===== src/sv/index_allocator_with_reservation_core_defines.svh =====
// Assertion helpers shared by the allocator RTL.
`ifndef INDEX_ALLOCATOR_WITH_RESERVATION_CORE_DEFINES_SVH
`define INDEX_ALLOCATOR_WITH_RESERVATION_CORE_DEFINES_SVH

// Condition holds at every clock edge outside reset.
`define IAR_ASSERT_ALWAYS(label, cond, msg) \
   label: assert property (@(posedge clock) disable iff (reset) (cond)) else $error(msg);

// Antecedent implies consequent in the same cycle.
`define IAR_ASSERT_IMPLY(label, ante, cons, msg) \
   label: assert property (@(posedge clock) disable iff (reset) (ante) |-> (cons)) \
      else $error(msg);

// Antecedent implies consequent in the next cycle.
`define IAR_ASSERT_NEXT(label, ante, cons, msg) \
   label: assert property (@(posedge clock) disable iff (reset) (ante) |=> (cons)) \
      else $error(msg);

`endif


===== src/sv/iar_pkg.sv =====
package iar_pkg;

   // Default number of indices tracked
   localparam int IAR_CAPACITY = 256;

   // Bitmap words hold 32 indices each
   localparam int IAR_WORD_W = 32;
   localparam int IAR_BIT_W  = 5;

   // Beat layouts
   localparam int IAR_REQ_W = 16;
   localparam int IAR_RSP_W = 16;
   localparam int IAR_GRANT_W = 8;

   typedef enum logic [1:0] {
      CMD_CLAIM        = 2'd0,
      CMD_CLAIM_FREE   = 2'd1,
      CMD_RESERVE      = 2'd2,
      CMD_RESERVE_FREE = 2'd3
   } cmd_type;

   typedef enum logic [2:0] {
      ST_OK           = 3'd0,
      ST_IN_USE       = 3'd1,
      ST_RESERVE_USED = 3'd2,
      ST_RANGE        = 3'd3,
      ST_FULL         = 3'd4
   } status_type;

   typedef enum logic [1:0] {
      S_IDLE,
      S_FETCH,
      S_CHECK,
      S_RESP
   } state_type;

   // Result of the free-bit search over one bitmap word
   typedef struct packed {
      logic                 hit;
      logic [IAR_BIT_W-1:0] pos;
   } scan_res_type;

endpackage


===== src/sv/index_allocator_with_reservation_core.sv =====
// Channel   Dir  Beat fields (low bit up)
// req_      in   tdata: command[1:0], index[10:2]
// rsp_      out  tdata: granted_index[7:0], status[10:8]
//
// Given index: accept, fetch, check, respond, then the next accept; beyond the
// capacity: accept, then respond. The response beat is registered on leaving respond.
// Lowest free: the single search unit walks the used bitmap one 32-bit word per
// cycle in the check step, until it finds a free bit or reaches the last word.
// Reset clears both bitmaps at once through per-word valid flops; no sweep.
// A stalled response holds the next command in its final step.
module index_allocator_with_reservation_core #(
   parameter int CAPACITY = iar_pkg::IAR_CAPACITY
) (
   input  logic                         clock,
   input  logic                         reset,
   input  logic                         req_tvalid,
   output logic                         req_tready,
   input  logic [iar_pkg::IAR_REQ_W-1:0] req_tdata,   // command[1:0], index[10:2]
   output logic                         rsp_tvalid,
   input  logic                         rsp_tready,
   output logic [iar_pkg::IAR_RSP_W-1:0] rsp_tdata    // granted_index[7:0], status[10:8]
);
   import iar_pkg::*;

   `include "index_allocator_with_reservation_core_defines.svh"

   localparam int NW = (CAPACITY + IAR_WORD_W - 1) / IAR_WORD_W;
   localparam int WA = (NW > 1) ? $clog2(NW) : 1;
   localparam int BW = WA + IAR_BIT_W;
   localparam logic [WA-1:0] LAST = WA'(NW - 1);

   state_type             state_ff, state_in;
   cmd_type               cmd_ff, cmd_in;
   logic [WA-1:0]         chk_addr_ff, chk_addr_in;
   logic [WA-1:0]         rd_addr_ff, rd_addr_in;
   logic [IAR_BIT_W-1:0]  bit_ff, bit_in;
   logic                  rd_vld_ff;
   logic [NW-1:0]         vld_ff, vld_in;
   logic [IAR_GRANT_W-1:0] res_grant_ff, res_grant_in;
   status_type            res_status_ff, res_status_in;
   logic                  rsp_valid_ff, rsp_valid_in;
   logic [IAR_RSP_W-1:0]  rsp_data_ff, rsp_data_in;

   cmd_type               req_cmd;
   logic [8:0]            req_index;
   logic [BW-1:0]         req_bits;
   logic                  req_accept;
   logic                  req_scan;
   logic                  req_range_err;
   logic                  scan_cmd;
   logic                  out_free;

   logic [IAR_WORD_W-1:0] used_q, rsv_q;
   logic [IAR_WORD_W-1:0] used_word, rsv_word;
   logic [IAR_WORD_W-1:0] used_wdata, rsv_wdata;
   logic [IAR_WORD_W-1:0] bit_mask;
   logic [IAR_BIT_W-1:0]  bit_sel;
   logic                  map_we;
   scan_res_type          scan_res;

   // Unpack the request beat
   assign req_cmd       = cmd_type'(req_tdata[1:0]);
   assign req_index     = req_tdata[10:2];
   assign req_bits      = BW'(req_index);
   assign req_tready    = (state_ff == S_IDLE);
   assign req_accept    = req_tvalid && req_tready;
   assign req_scan      = (req_cmd == CMD_CLAIM_FREE) || (req_cmd == CMD_RESERVE_FREE);
   assign req_range_err = !req_scan && (32'(req_index) >= 32'(CAPACITY));
   assign scan_cmd      = (cmd_ff == CMD_CLAIM_FREE) || (cmd_ff == CMD_RESERVE_FREE);
   assign out_free      = !rsp_valid_ff || rsp_tready;

   // Bitmap words; a never-written word reads as all free
   iar_ram #(.WIDTH(IAR_WORD_W), .DEPTH(NW)) u_used_ram (
      .clock   (clock),
      .wr_en   (map_we),
      .wr_addr (chk_addr_ff),
      .wr_data (used_wdata),
      .rd_addr (rd_addr_ff),
      .rd_data (used_q)
   );

   iar_ram #(.WIDTH(IAR_WORD_W), .DEPTH(NW)) u_rsv_ram (
      .clock   (clock),
      .wr_en   (map_we),
      .wr_addr (chk_addr_ff),
      .wr_data (rsv_wdata),
      .rd_addr (rd_addr_ff),
      .rd_data (rsv_q)
   );

   assign used_word = rd_vld_ff ? used_q : '0;
   assign rsv_word  = rd_vld_ff ? rsv_q  : '0;

   // Shared free-bit search over the word under check
   iar_ffz #(.CAPACITY(CAPACITY), .WA(WA)) u_ffz (
      .word_addr (chk_addr_ff),
      .used_word (used_word),
      .res       (scan_res)
   );

   // Bit to set: search result or the requested bit
   assign bit_sel  = scan_cmd ? scan_res.pos : bit_ff;
   assign bit_mask = IAR_WORD_W'(1) << bit_sel;

   // Updated words for a successful command
   always_comb begin
      used_wdata = used_word | bit_mask;
      case (cmd_ff)
         CMD_CLAIM:        rsv_wdata = rsv_word & ~bit_mask;
         CMD_CLAIM_FREE:   rsv_wdata = rsv_word;
         CMD_RESERVE:      rsv_wdata = rsv_word | bit_mask;
         CMD_RESERVE_FREE: rsv_wdata = rsv_word | bit_mask;
         default:          rsv_wdata = rsv_word;
      endcase
   end

   // Next state
   always_comb begin
      state_in = state_ff;
      case (state_ff)
         S_IDLE: begin
            if (req_accept) begin
               state_in = req_range_err ? S_RESP : S_FETCH;
            end
         end
         S_FETCH: begin
            state_in = S_CHECK;
         end
         S_CHECK: begin
            if (!scan_cmd || scan_res.hit || (chk_addr_ff == LAST)) begin
               state_in = S_RESP;
            end
         end
         S_RESP: begin
            if (out_free) begin
               state_in = S_IDLE;
            end
         end
         default: state_in = S_IDLE;
      endcase
   end

   // Datapath and outputs per state
   always_comb begin
      cmd_in        = cmd_ff;
      chk_addr_in   = chk_addr_ff;
      rd_addr_in    = rd_addr_ff;
      bit_in        = bit_ff;
      res_grant_in  = res_grant_ff;
      res_status_in = res_status_ff;
      vld_in        = vld_ff;
      map_we        = 1'b0;
      rsp_valid_in  = rsp_valid_ff && !rsp_tready;
      rsp_data_in   = rsp_data_ff;
      case (state_ff)
         S_IDLE: begin
            // Latch the command and aim the read at its word
            if (req_accept) begin
               cmd_in        = req_cmd;
               res_grant_in  = '0;
               res_status_in = req_range_err ? ST_RANGE : ST_OK;
               if (req_scan || req_range_err) begin
                  chk_addr_in = '0;
                  rd_addr_in  = '0;
                  bit_in      = '0;
               end else begin
                  chk_addr_in = req_bits[BW-1:IAR_BIT_W];
                  rd_addr_in  = req_bits[BW-1:IAR_BIT_W];
                  bit_in      = req_bits[IAR_BIT_W-1:0];
               end
            end
         end
         S_FETCH: begin
            // Prefetch the next word while the first one arrives
            if (scan_cmd && (rd_addr_ff != LAST)) begin
               rd_addr_in = rd_addr_ff + WA'(1);
            end
         end
         S_CHECK: begin
            if (scan_cmd) begin
               if (scan_res.hit) begin
                  map_we        = 1'b1;
                  res_grant_in  = IAR_GRANT_W'({chk_addr_ff, scan_res.pos});
                  res_status_in = ST_OK;
               end else if (chk_addr_ff == LAST) begin
                  res_grant_in  = '0;
                  res_status_in = ST_FULL;
               end else begin
                  // Advance the scan one word
                  chk_addr_in = chk_addr_ff + WA'(1);
                  if (rd_addr_ff != LAST) begin
                     rd_addr_in = rd_addr_ff + WA'(1);
                  end
               end
            end else if (used_word[bit_ff] && !rsv_word[bit_ff]) begin
               res_grant_in  = '0;
               res_status_in = (cmd_ff == CMD_CLAIM) ? ST_IN_USE : ST_RESERVE_USED;
            end else begin
               map_we        = 1'b1;
               res_grant_in  = IAR_GRANT_W'({chk_addr_ff, bit_ff});
               res_status_in = ST_OK;
            end
            if (map_we) begin
               vld_in[chk_addr_ff] = 1'b1;
            end
         end
         S_RESP: begin
            // Load the response beat once the output register is free
            if (out_free) begin
               rsp_valid_in = 1'b1;
               rsp_data_in  = IAR_RSP_W'({res_status_ff, res_grant_ff});
            end
         end
         default: ;
      endcase
   end

   // Control registers
   always_ff @(posedge clock) begin
      if (reset) begin
         state_ff     <= S_IDLE;
         vld_ff       <= '0;
         rsp_valid_ff <= 1'b0;
         rd_addr_ff   <= '0;
      end else begin
         state_ff     <= state_in;
         vld_ff       <= vld_in;
         rsp_valid_ff <= rsp_valid_in;
         rd_addr_ff   <= rd_addr_in;
      end
   end

   // Payload registers
   always_ff @(posedge clock) begin
      cmd_ff        <= cmd_in;
      chk_addr_ff   <= chk_addr_in;
      bit_ff        <= bit_in;
      res_grant_ff  <= res_grant_in;
      res_status_ff <= res_status_in;
      rsp_data_ff   <= rsp_data_in;
      rd_vld_ff     <= vld_ff[rd_addr_ff];
   end

   assign rsp_tvalid = rsp_valid_ff;
   assign rsp_tdata  = rsp_data_ff;

   `IAR_ASSERT_IMPLY(a_err_grant_zero,
      rsp_tvalid && (rsp_tdata[10:8] != ST_OK), rsp_tdata[7:0] == '0,
      "error response carries a nonzero index")
   `IAR_ASSERT_NEXT(a_busy_after_accept, req_accept, !req_tready,
      "accepted a second command while busy")
   `IAR_ASSERT_NEXT(a_resp_loads, (state_ff == S_RESP) && out_free,
      rsp_valid_ff && (state_ff == S_IDLE),
      "response not loaded on leaving the respond step")
   `IAR_ASSERT_ALWAYS(a_addr_bound,
      (32'(rd_addr_ff) < NW) && (32'(chk_addr_ff) < NW) || (state_ff == S_IDLE),
      "bitmap word address past the last word")
   `IAR_ASSERT_IMPLY(a_write_in_check, map_we, (state_ff == S_CHECK),
      "bitmap write outside the check step")

endmodule


===== src/sv/iar_ram.sv =====
module iar_ram #(
   parameter  int WIDTH = 32,
   parameter  int DEPTH = 8,
   localparam int AW    = (DEPTH > 1) ? $clog2(DEPTH) : 1
) (
   input  logic             clock,
   input  logic             wr_en,
   input  logic [AW-1:0]    wr_addr,
   input  logic [WIDTH-1:0] wr_data,
   input  logic [AW-1:0]    rd_addr,
   output logic [WIDTH-1:0] rd_data
);

   logic [WIDTH-1:0] mem_ff [DEPTH];
   logic [WIDTH-1:0] rd_data_ff;

   // Write port and registered read port
   always_ff @(posedge clock) begin
      if (wr_en) begin
         mem_ff[wr_addr] <= wr_data;
      end
      rd_data_ff <= mem_ff[rd_addr];
   end

   assign rd_data = rd_data_ff;

endmodule


===== src/sv/iar_ffz.sv =====
module iar_ffz #(
   parameter int CAPACITY = 256,
   parameter int WA       = 3
) (
   input  logic [WA-1:0]                  word_addr,
   input  logic [iar_pkg::IAR_WORD_W-1:0] used_word,
   output iar_pkg::scan_res_type          res
);
   import iar_pkg::*;

   logic [IAR_WORD_W-1:0] avail;

   // Mark free bits, treating indices past the capacity as taken
   always_comb begin
      for (int b = 0; b < IAR_WORD_W; b++) begin
         avail[b] = !used_word[b] &&
                    (32'({word_addr, IAR_BIT_W'(b)}) < 32'(CAPACITY));
      end
   end

   // Pick the lowest free bit
   always_comb begin
      res.hit = |avail;
      res.pos = '0;
      for (int b = IAR_WORD_W - 1; b >= 0; b--) begin
         if (avail[b]) begin
            res.pos = IAR_BIT_W'(b);
         end
      end
   end

endmodule


===== config.mk =====
export PLATFORM = sky130hd
export DESIGN_NAME = index_allocator_with_reservation_core
export DESIGN_NICKNAME = d
export VERILOG_FILES = /design/src/sv/iar_pkg.sv /design/src/sv/index_allocator_with_reservation_core.sv /design/src/sv/iar_ram.sv /design/src/sv/iar_ffz.sv
export VERILOG_INCLUDE_DIRS = /design/src /design/src/sv
export SDC_FILE = /design/constraint.sdc
export NUM_CORES = 1
export LEC_CHECK = 0
export ABC_CLOCK_PERIOD_IN_PS = 11520
export BUFFER_PORTS_ARGS = -buffer_cell sky130_fd_sc_hd__buf_2
export CORE_UTILIZATION = 55
export CTS_BUF_LIST = sky130_fd_sc_hd__clkbuf_16
export DETAILED_ROUTE_END_ITERATION = 10
export PLACE_DENSITY = 0.81
export SETUP_SLACK_MARGIN = 0.05
export SYNTH_ARGS = -nofsm -noshare
export SYNTH_HDL_FRONTEND = slang
export SYNTH_SLANG_ARGS = --single-unit

===== constraint.sdc =====
create_clock -name clock -period 11.52 [get_ports clock]
set_clock_uncertainty 0.1 [all_clocks]
set_input_delay 1.152 -clock clock [delete_from_list [all_inputs] [get_ports clock]]
set_output_delay 1.152 -clock clock [all_outputs]
set_load 0.02 [all_outputs]

### Yosys cells after proc, flatten, opt, wreduce, memory -nomap -nowiden

Memory sizes are Yosys's and may differ from the RTL's. A register that Yosys moved wholly into a read port is not among the register bits.
Index checks and enable logic that the tools add are counted.

| word-level totals | value |
|---|---|
| register bits after elaboration | 47 |
| memory bits (writable) | 512 |
| input port bits | 20 |
| word-level logic and storage cells | 191 |
| memories kept | 2 |

Memory list:

| memory | words | width | rd ports | clocked after Yosys merged registers in | write ports | RTL line | source |
|---|---|---|---|---|---|---|---|
| u_rsv_ram.mem_ff | 8 | 32 | 1 | 1 | 1 | iar_ram.sv:14 | `logic [WIDTH-1:0] mem_ff [DEPTH];` |
| u_used_ram.mem_ff | 8 | 32 | 1 | 1 | 1 | iar_ram.sv:14 |  |

| cells by class | value |
|---|---|
| reductions and logical operators | 62 |
| equality and inequality tests | 19 |
| multiplexer cells | 84 |
| shift-type cells | 1 |
| $lt $le $gt $ge | 5 |
| bitwise logic cells | 5 |
| $add $sub $neg | 2 |

Operators by type and width:

| kind | count |
|---|---|
| $mux 5 | 33 |
| $pmux 32 s3 | 1 |
| $mux 32 | 2 |
| $or 32x32->32 | 2 |
| $mux 3 | 14 |
| $mux 8 | 5 |
| $logic_not 1->1 | 37 |
| $and 32x32->32 | 1 |
| $not 32->32 | 1 |
| $reduce_or 32->1 | 1 |
| $shl 1x5->32 const A | 1 |
| $pmux 8 s2 | 1 |
| $mux 2 | 7 |
| $ne 2x2->1 const B | 7 |
| $mux 1 | 13 |
| $pmux 3 s2 | 2 |
| $bmux 1 s5 | 2 |
| $eq 2x2->1 const B | 5 |
| $ge 9x9->1 const B | 1 |
| $pmux 3 s3 | 1 |
| $lt 3x4->1 const B | 2 |
| $or 8x8->8 | 1 |
| $pmux 2 s4 | 1 |
| $reduce_and 7->1 | 1 |
| 19 further kinds | 36 |

### Logic depth before layout (Yosys ltp)

| depth | value |
|---|---|
| depth in word-level cells | 38 |
| gate-level depth with buffers | 10 |
| mapped depth without buffers | 8 |

### Cells and area by module

Synthesis repeated with hierarchy kept, for this count alone.

| second synthesis, totals | value |
|---|---|
| cell total of the unflattened synthesis | 1,345 |
| area, all modules | 25,045.3 µm² |

By module, submodules not included:

| module | cells each | instances | seq. area each (µm²) | area each (µm²) |
|---|---|---|---|---|
| iar_ram | 415 | 2 | 8,328.0 | 10,466.3 |
| index_allocator_with_reservation_core | 450 | 1 | 1,261.2 | 3,751.1 |
| iar_ffz | 65 | 1 | 0.0 | 361.6 |

### Worst setup path before layout

Ideal clock, no wire load.

| timing | value |
|---|---|
| path kind | flip-flop to flip-flop |
| start | register bit_ff[2] |
| end | memory u_rsv_ram.mem_ff[0][0] (enable) |
| arrival time | 7,791 ps |
| cell stages (with the launch flop) | 9 |
| setup time | 645 ps |
| period minus slack after synthesis | 8,536 ps |
| path slack | 2,984 ps |
| path through | edfxtp_1 > clkbuf_1 > clkbuf_1 > mux4_2 > a22oi_1 > o22ai_1 > nand2_1 > o311ai_2 > nor4_1 |

| between the ends | value |
|---|---|
| cells in the longest elaborated chain, start to end | 10 |
| elaborated cells on any way between the ends | 12 |

Ends and longest elaborated chain:

| item | RTL line | source |
|---|---|---|
| start, declared | index_allocator_with_reservation_core.sv:36 | `logic [IAR_BIT_W-1:0] bit_ff, bit_in;` |
| start signal, assigned | index_allocator_with_reservation_core.sv:237 | `bit_ff <= bit_in;` |
| $bmux 1 s5 | index_allocator_with_reservation_core.sv:195 | `end else if (used_word[bit_ff] && !rsv_word[bit_ff]) begin` |
| $mux 1 (implied by the code) | index_allocator_with_reservation_core.sv:195 |  |
| $logic_not 1->1 | index_allocator_with_reservation_core.sv:195 |  |
| $logic_and 1x1->1 * | index_allocator_with_reservation_core.sv:195 |  |
| $mux 1 * | index_allocator_with_reservation_core.sv:195 |  |
| $mux 1 * | index_allocator_with_reservation_core.sv:180 | `if (scan_cmd) begin` |
| $mux 1 * (2 in series) | index_allocator_with_reservation_core.sv:155 | `case (state_ff)` |
| $mux 1 * | iar_ram.sv:19 | `if (wr_en) begin` |
| $mux 1 (implied by the code) * | iar_ram.sv:20 | `mem_ff[wr_addr] <= wr_data;` |
| end, declared | iar_ram.sv:14 |  |

Every way passes the cells marked *; elsewhere a longest branch is shown, timed or not. The select of a mux whose other input is x is not followed.

### Worst setup path in the final report

| timing | value |
|---|---|
| start | register rd_vld_ff |
| end | memory u_rsv_ram.mem_ff[2][12], data pin |

| between the ends | value |
|---|---|
| cells in the longest elaborated chain, start to end | 38 |
| elaborated cells on any way between the ends | 40 |

Ends and longest elaborated chain:

| item | RTL line | source |
|---|---|---|
| start, declared | index_allocator_with_reservation_core.sv:37 | `logic rd_vld_ff;` |
| start signal, assigned | index_allocator_with_reservation_core.sv:241 | `rd_vld_ff <= vld_ff[rd_addr_ff];` |
| $mux 32 | index_allocator_with_reservation_core.sv:91 | `assign used_word = rd_vld_ff ? used_q : '0;` |
| $mux 5 (32 in series) | iar_ffz.sv:26 | `if (avail[b]) begin` |
| $mux 5 | index_allocator_with_reservation_core.sv:102 | `assign bit_sel = scan_cmd ? scan_res.pos : bit_ff;` |
| $shl 1x5->32 | index_allocator_with_reservation_core.sv:103 | `assign bit_mask = IAR_WORD_W'(1) << bit_sel;` |
| $not 32->32 | index_allocator_with_reservation_core.sv:109 | `CMD_CLAIM: rsv_wdata = rsv_word & ~bit_mask;` |
| $and 32x32->32 | index_allocator_with_reservation_core.sv:109 |  |
| $pmux 32 s3 * | index_allocator_with_reservation_core.sv:108 | `case (cmd_ff)` |
| via rsv_wdata[12] | index_allocator_with_reservation_core.sv:55 | `logic [IAR_WORD_W-1:0] used_wdata, rsv_wdata;` |

Mark *: on every way through the listed nets, which the timed path passes. The rest lies on a longest branch.

==> reports/results.ini <==
[critical_path]
cp_cell_sequence = buf_4 > nand3_1 > or4_4 > nor3_2 > or2_1 > nand3_1 > or2_2 > o21ai_0
crit_required_ns = 11.70
critPathCaptureType = register
rrSetupSlack_ns = 6.95
cp.arrival_ns = 4.75
crit_end = u_rsv_ram.mem_ff[2][12]
critPathKind = register to register
r2r_start = rd_vld_ff
cpMostUsedCell = nand3_1
path_depth = 8
slowest_stage = o21ai_0
rr_worst_depth = 8
max_stage_delay_ns = 0.75
path_buf_inv = 1
worstPathMaxFanout = 80
cp_top_family = simple AND/OR/NAND/NOR gates
r2r-end = u_rsv_ram.mem_ff[2][12]
startpoint_type = register
startpoint = rd_vld_ff

[clock_tree]
clk_pin_slew_ns = 0.06
cts.sinks = 623
cts_resized = 0
htreeDepth = 2
post_cts_buffers = 0
cts_buffer_depth = 3
cts_tree = done
clkLatencyLatePin_ns = 0.61
cts_root_buffer = clkbuf_16
cts_buffers = 57
ctsHoldBuffers = 0

[global_routing]
grt.overflow.total = 0
grt_pass1_vias = 13660
track_usage = 0.2406
grt_pass1_wl_mm = 80.29
grt_max_degree = 81
antenna_found_initial = 2

[placement]
post_dp_cell_area_um2 = 25470
dpl.cell_count = 1924
gp_congestion = 0.9350
port-buffer-count = 27
dpl.hpwl_mm = 28.74

[sta]
rsz0062_at_grt = no
finalCriticalPeriod_ns = 4.571
slew_headroom = 0.2139
fin_setup_tns_ns = 0
tightestPinTransition_ns = 1.167
setup_viol = 0
slew_violations = 0
hold_violations = 0
fmaxAchievable_mhz = 218.8
post-route-period-util = 0.3968

[detailed_routing]
drt-initial-drc-count = 1575
wl_mm = 53.19
dr.pass1.iters = 5
vias = 13340
viasPerCell = 6.566
drc = 0
ant_nets = 0
routedWlPerCell_um = 26.19

[synth]
syn_area_per_cell_um2 = 18.23
synthFlopType = edfxtp_1
synth_warnings = 0
synth_cell_types = 63
synth_edf_count = 544
synthArstFlopShare = 0
ys_seq_area_frac = 0.7271
syn_inst = 1352
synth_seq_cells = 623
syn_area_um2 = 24640

[cells_and_area]
design_area_um2 = 27230
seqCellArea_um2 = 17930
fin_nets = 1419
multiInputGateArea_um2 = 6386
area_growth_syn_to_layout_pct = 10.51
fillers = 2937
finalNonFillerCells = 2031
drive_gt1_frac = 0.2463

[floorplan]
ios = 38
die-width_um = 213.7
core_um2 = 44220
die_h_um = 213.7
die-area_um2 = 45660
rows = 77
start_util = 0.5573

[power]
ir_worst_vdd_mv = 0.1235
p_per_area_nw_per_um2 = 194.4
p_leak_nw = 8.608
fin_total_pwr_w = 0.005295

[run_status]
status = finished, final reports clean

[run]
maxCapViolCount = 0

[hold_path]
hp-class = register to register

[how the worst min path moves through the flow]
stage	startpoint	to	slack (ns)	cells after the start
6_report	res_grant_ff[5]	rsp_tdata[5]	0.32	0
5_1_grt	res_grant_ff[5]	rsp_tdata[5]	0.32	0
4_1_cts	res_grant_ff[5]	rsp_tdata[5]	0.32	0
3_5_place_dp	res_grant_ff[5]	rsp_tdata[5]	0.31	0
3_3_place_gp	res_grant_ff[6]	rsp_tdata[6]	0.30	0
2_1_floorplan	res_grant_ff[0]	rsp_tdata[0]	0.30	0
[layer usage]
metal / GRT usage / wire [µm] / vias up
li1: - / - / 5549
met1: 0.3181 / 20200 / 6837
met2: 0.3986 / 26060 / 789
met3: 0.03866 / 4870 / 160
met4: 0.1057 / 2057 / 0
met5: 0 / 0 / -
[layout by cell type, fill, tap and decap left out, types with 4 or more instances in the layout]
cell type | netlist | final
edfxtp_1 | 544 | 544
mux4_2 | 132 | 132
nand2_1 | 80 | 80
dfxtp_1 | 79 | 75
o21ai_0 | 69 | 68
mux2_2 | 64 | 64
clkbuf_16 | 0 | 57
inv_1 | 20 | 36
o211ai_1 | 27 | 27
buf_2 | 7 | 27
buf_4 | 6 | 27
nor2_1 | 25 | 25
nand3_1 | 24 | 24
clkinv_1 | 0 | 21
o31ai_1 | 17 | 17
nand4_1 | 16 | 16
nor2b_1 | 16 | 16
nand2b_1 | 12 | 12
o22ai_1 | 10 | 10
and2_1 | 10 | 10
o311ai_0 | 10 | 10
or2_2 | 9 | 9
ha_1 | 8 | 8
nor3_1 | 11 | 7
nand3b_1 | 7 | 7
o2bb2ai_1 | 6 | 6
a21oi_1 | 6 | 6
a211oi_1 | 6 | 6
or3b_2 | 6 | 6
nor4_2 | 1 | 5
nor3_2 | 1 | 5
conb_1 | 1 | 5
bufinv_16 | 0 | 5
a21o_1 | 4 | 4
nor4_1 | 8 | 4
a211o_1 | 4 | 4
mux2i_1 | 4 | 4
[final cells by class]
cell class	instances	area share
inverter	20	0.002757
sequential	623	0.6584
multi-input combinational	635	0.2345
antenna	2	0.0001838
clock buffer	57	0.05238
timing repair buffer	54	0.01240
tap	592	0.02720
clock inverter	48	0.01222
[logic make-up (layout without fill, tap and decap cells)]
kind of cell | count (synthesis) | count (layout) | synth area share
adder cells (fa/ha/maj) | 8 | 8 | 0.004062
AND/OR/NAND/NOR | 241 | 241 | 0.05118
other | 1 | 7 | 0.0001522
AO/OA/AOI/OAI | 181 | 181 | 0.04950
buffers and inverters | 98 | 179 | 0.01655
multiplexers | 200 | 200 | 0.1515
flip-flops | 623 | 623 | 0.7271
[through the flow]
step	utilization	hold WS [ns]	setup WS, ns
2_1_floorplan	-	0.3003	2.984
3_3_place_gp	0.5760	0.3023	7.237
3_5_place_dp	0.5760	0.3079	7.097
4_1_cts	0.6157	0.3194	7.062
5_1_grt	0.6157	0.3227	6.772
6_report	0.6159	0.3201	6.949
[sequential cells by signal, indices dropped and copies added (netlist names), 2 cells and up]
name,cells
u_rsv_ram.mem_ff,256
res_grant_ff,8
rsp_tdata,11
u_rsv_ram.rd_data,32
chk_addr_ff,3
state_ff,2
cmd_ff,2
vld_ff,8
u_used_ram.rd_data,32
u_used_ram.mem_ff,256
rd_addr_ff,3
res_status_ff,3
bit_ff,5
[power by group]
part           internal, W  switching (W)
combinational     0.000328       0.000368
sequential         0.00263       0.000179
clock              0.00100       0.000783
total              0.00396        0.00133
[cells in the mapped netlist, types with 7 or more instances]
library cell | number | share of area
edfxtp_1 | 544 | 0.66
mux4_2 | 132 | 0.12
nand2_1 | 80 | 0.012
dfxtp_1 | 79 | 0.064
o21ai_0 | 69 | 0.014
mux2_2 | 64 | 0.029
clkbuf_1 | 52 | 0.0079
o211ai_1 | 27 | 0.0082
nor2_1 | 25 | 0.0038
nand3_1 | 24 | 0.0049
inv_1 | 20 | 0.0030
o31ai_1 | 17 | 0.0052
nand4_1 | 16 | 0.0041
nor2b_1 | 16 | 0.0041
nand2b_1 | 12 | 0.0030
buf_1 | 11 | 0.0017
nor3_1 | 11 | 0.0022
and2_1 | 10 | 0.0025
o22ai_1 | 10 | 0.0025
o311ai_0 | 10 | 0.0036
or2_2 | 9 | 0.0023
ha_1 | 8 | 0.0041
nor4_1 | 8 | 0.0020
buf_2 | 7 | 0.0014
nand3b_1 | 7 | 0.0021
(Power assumes the default switching activity.)
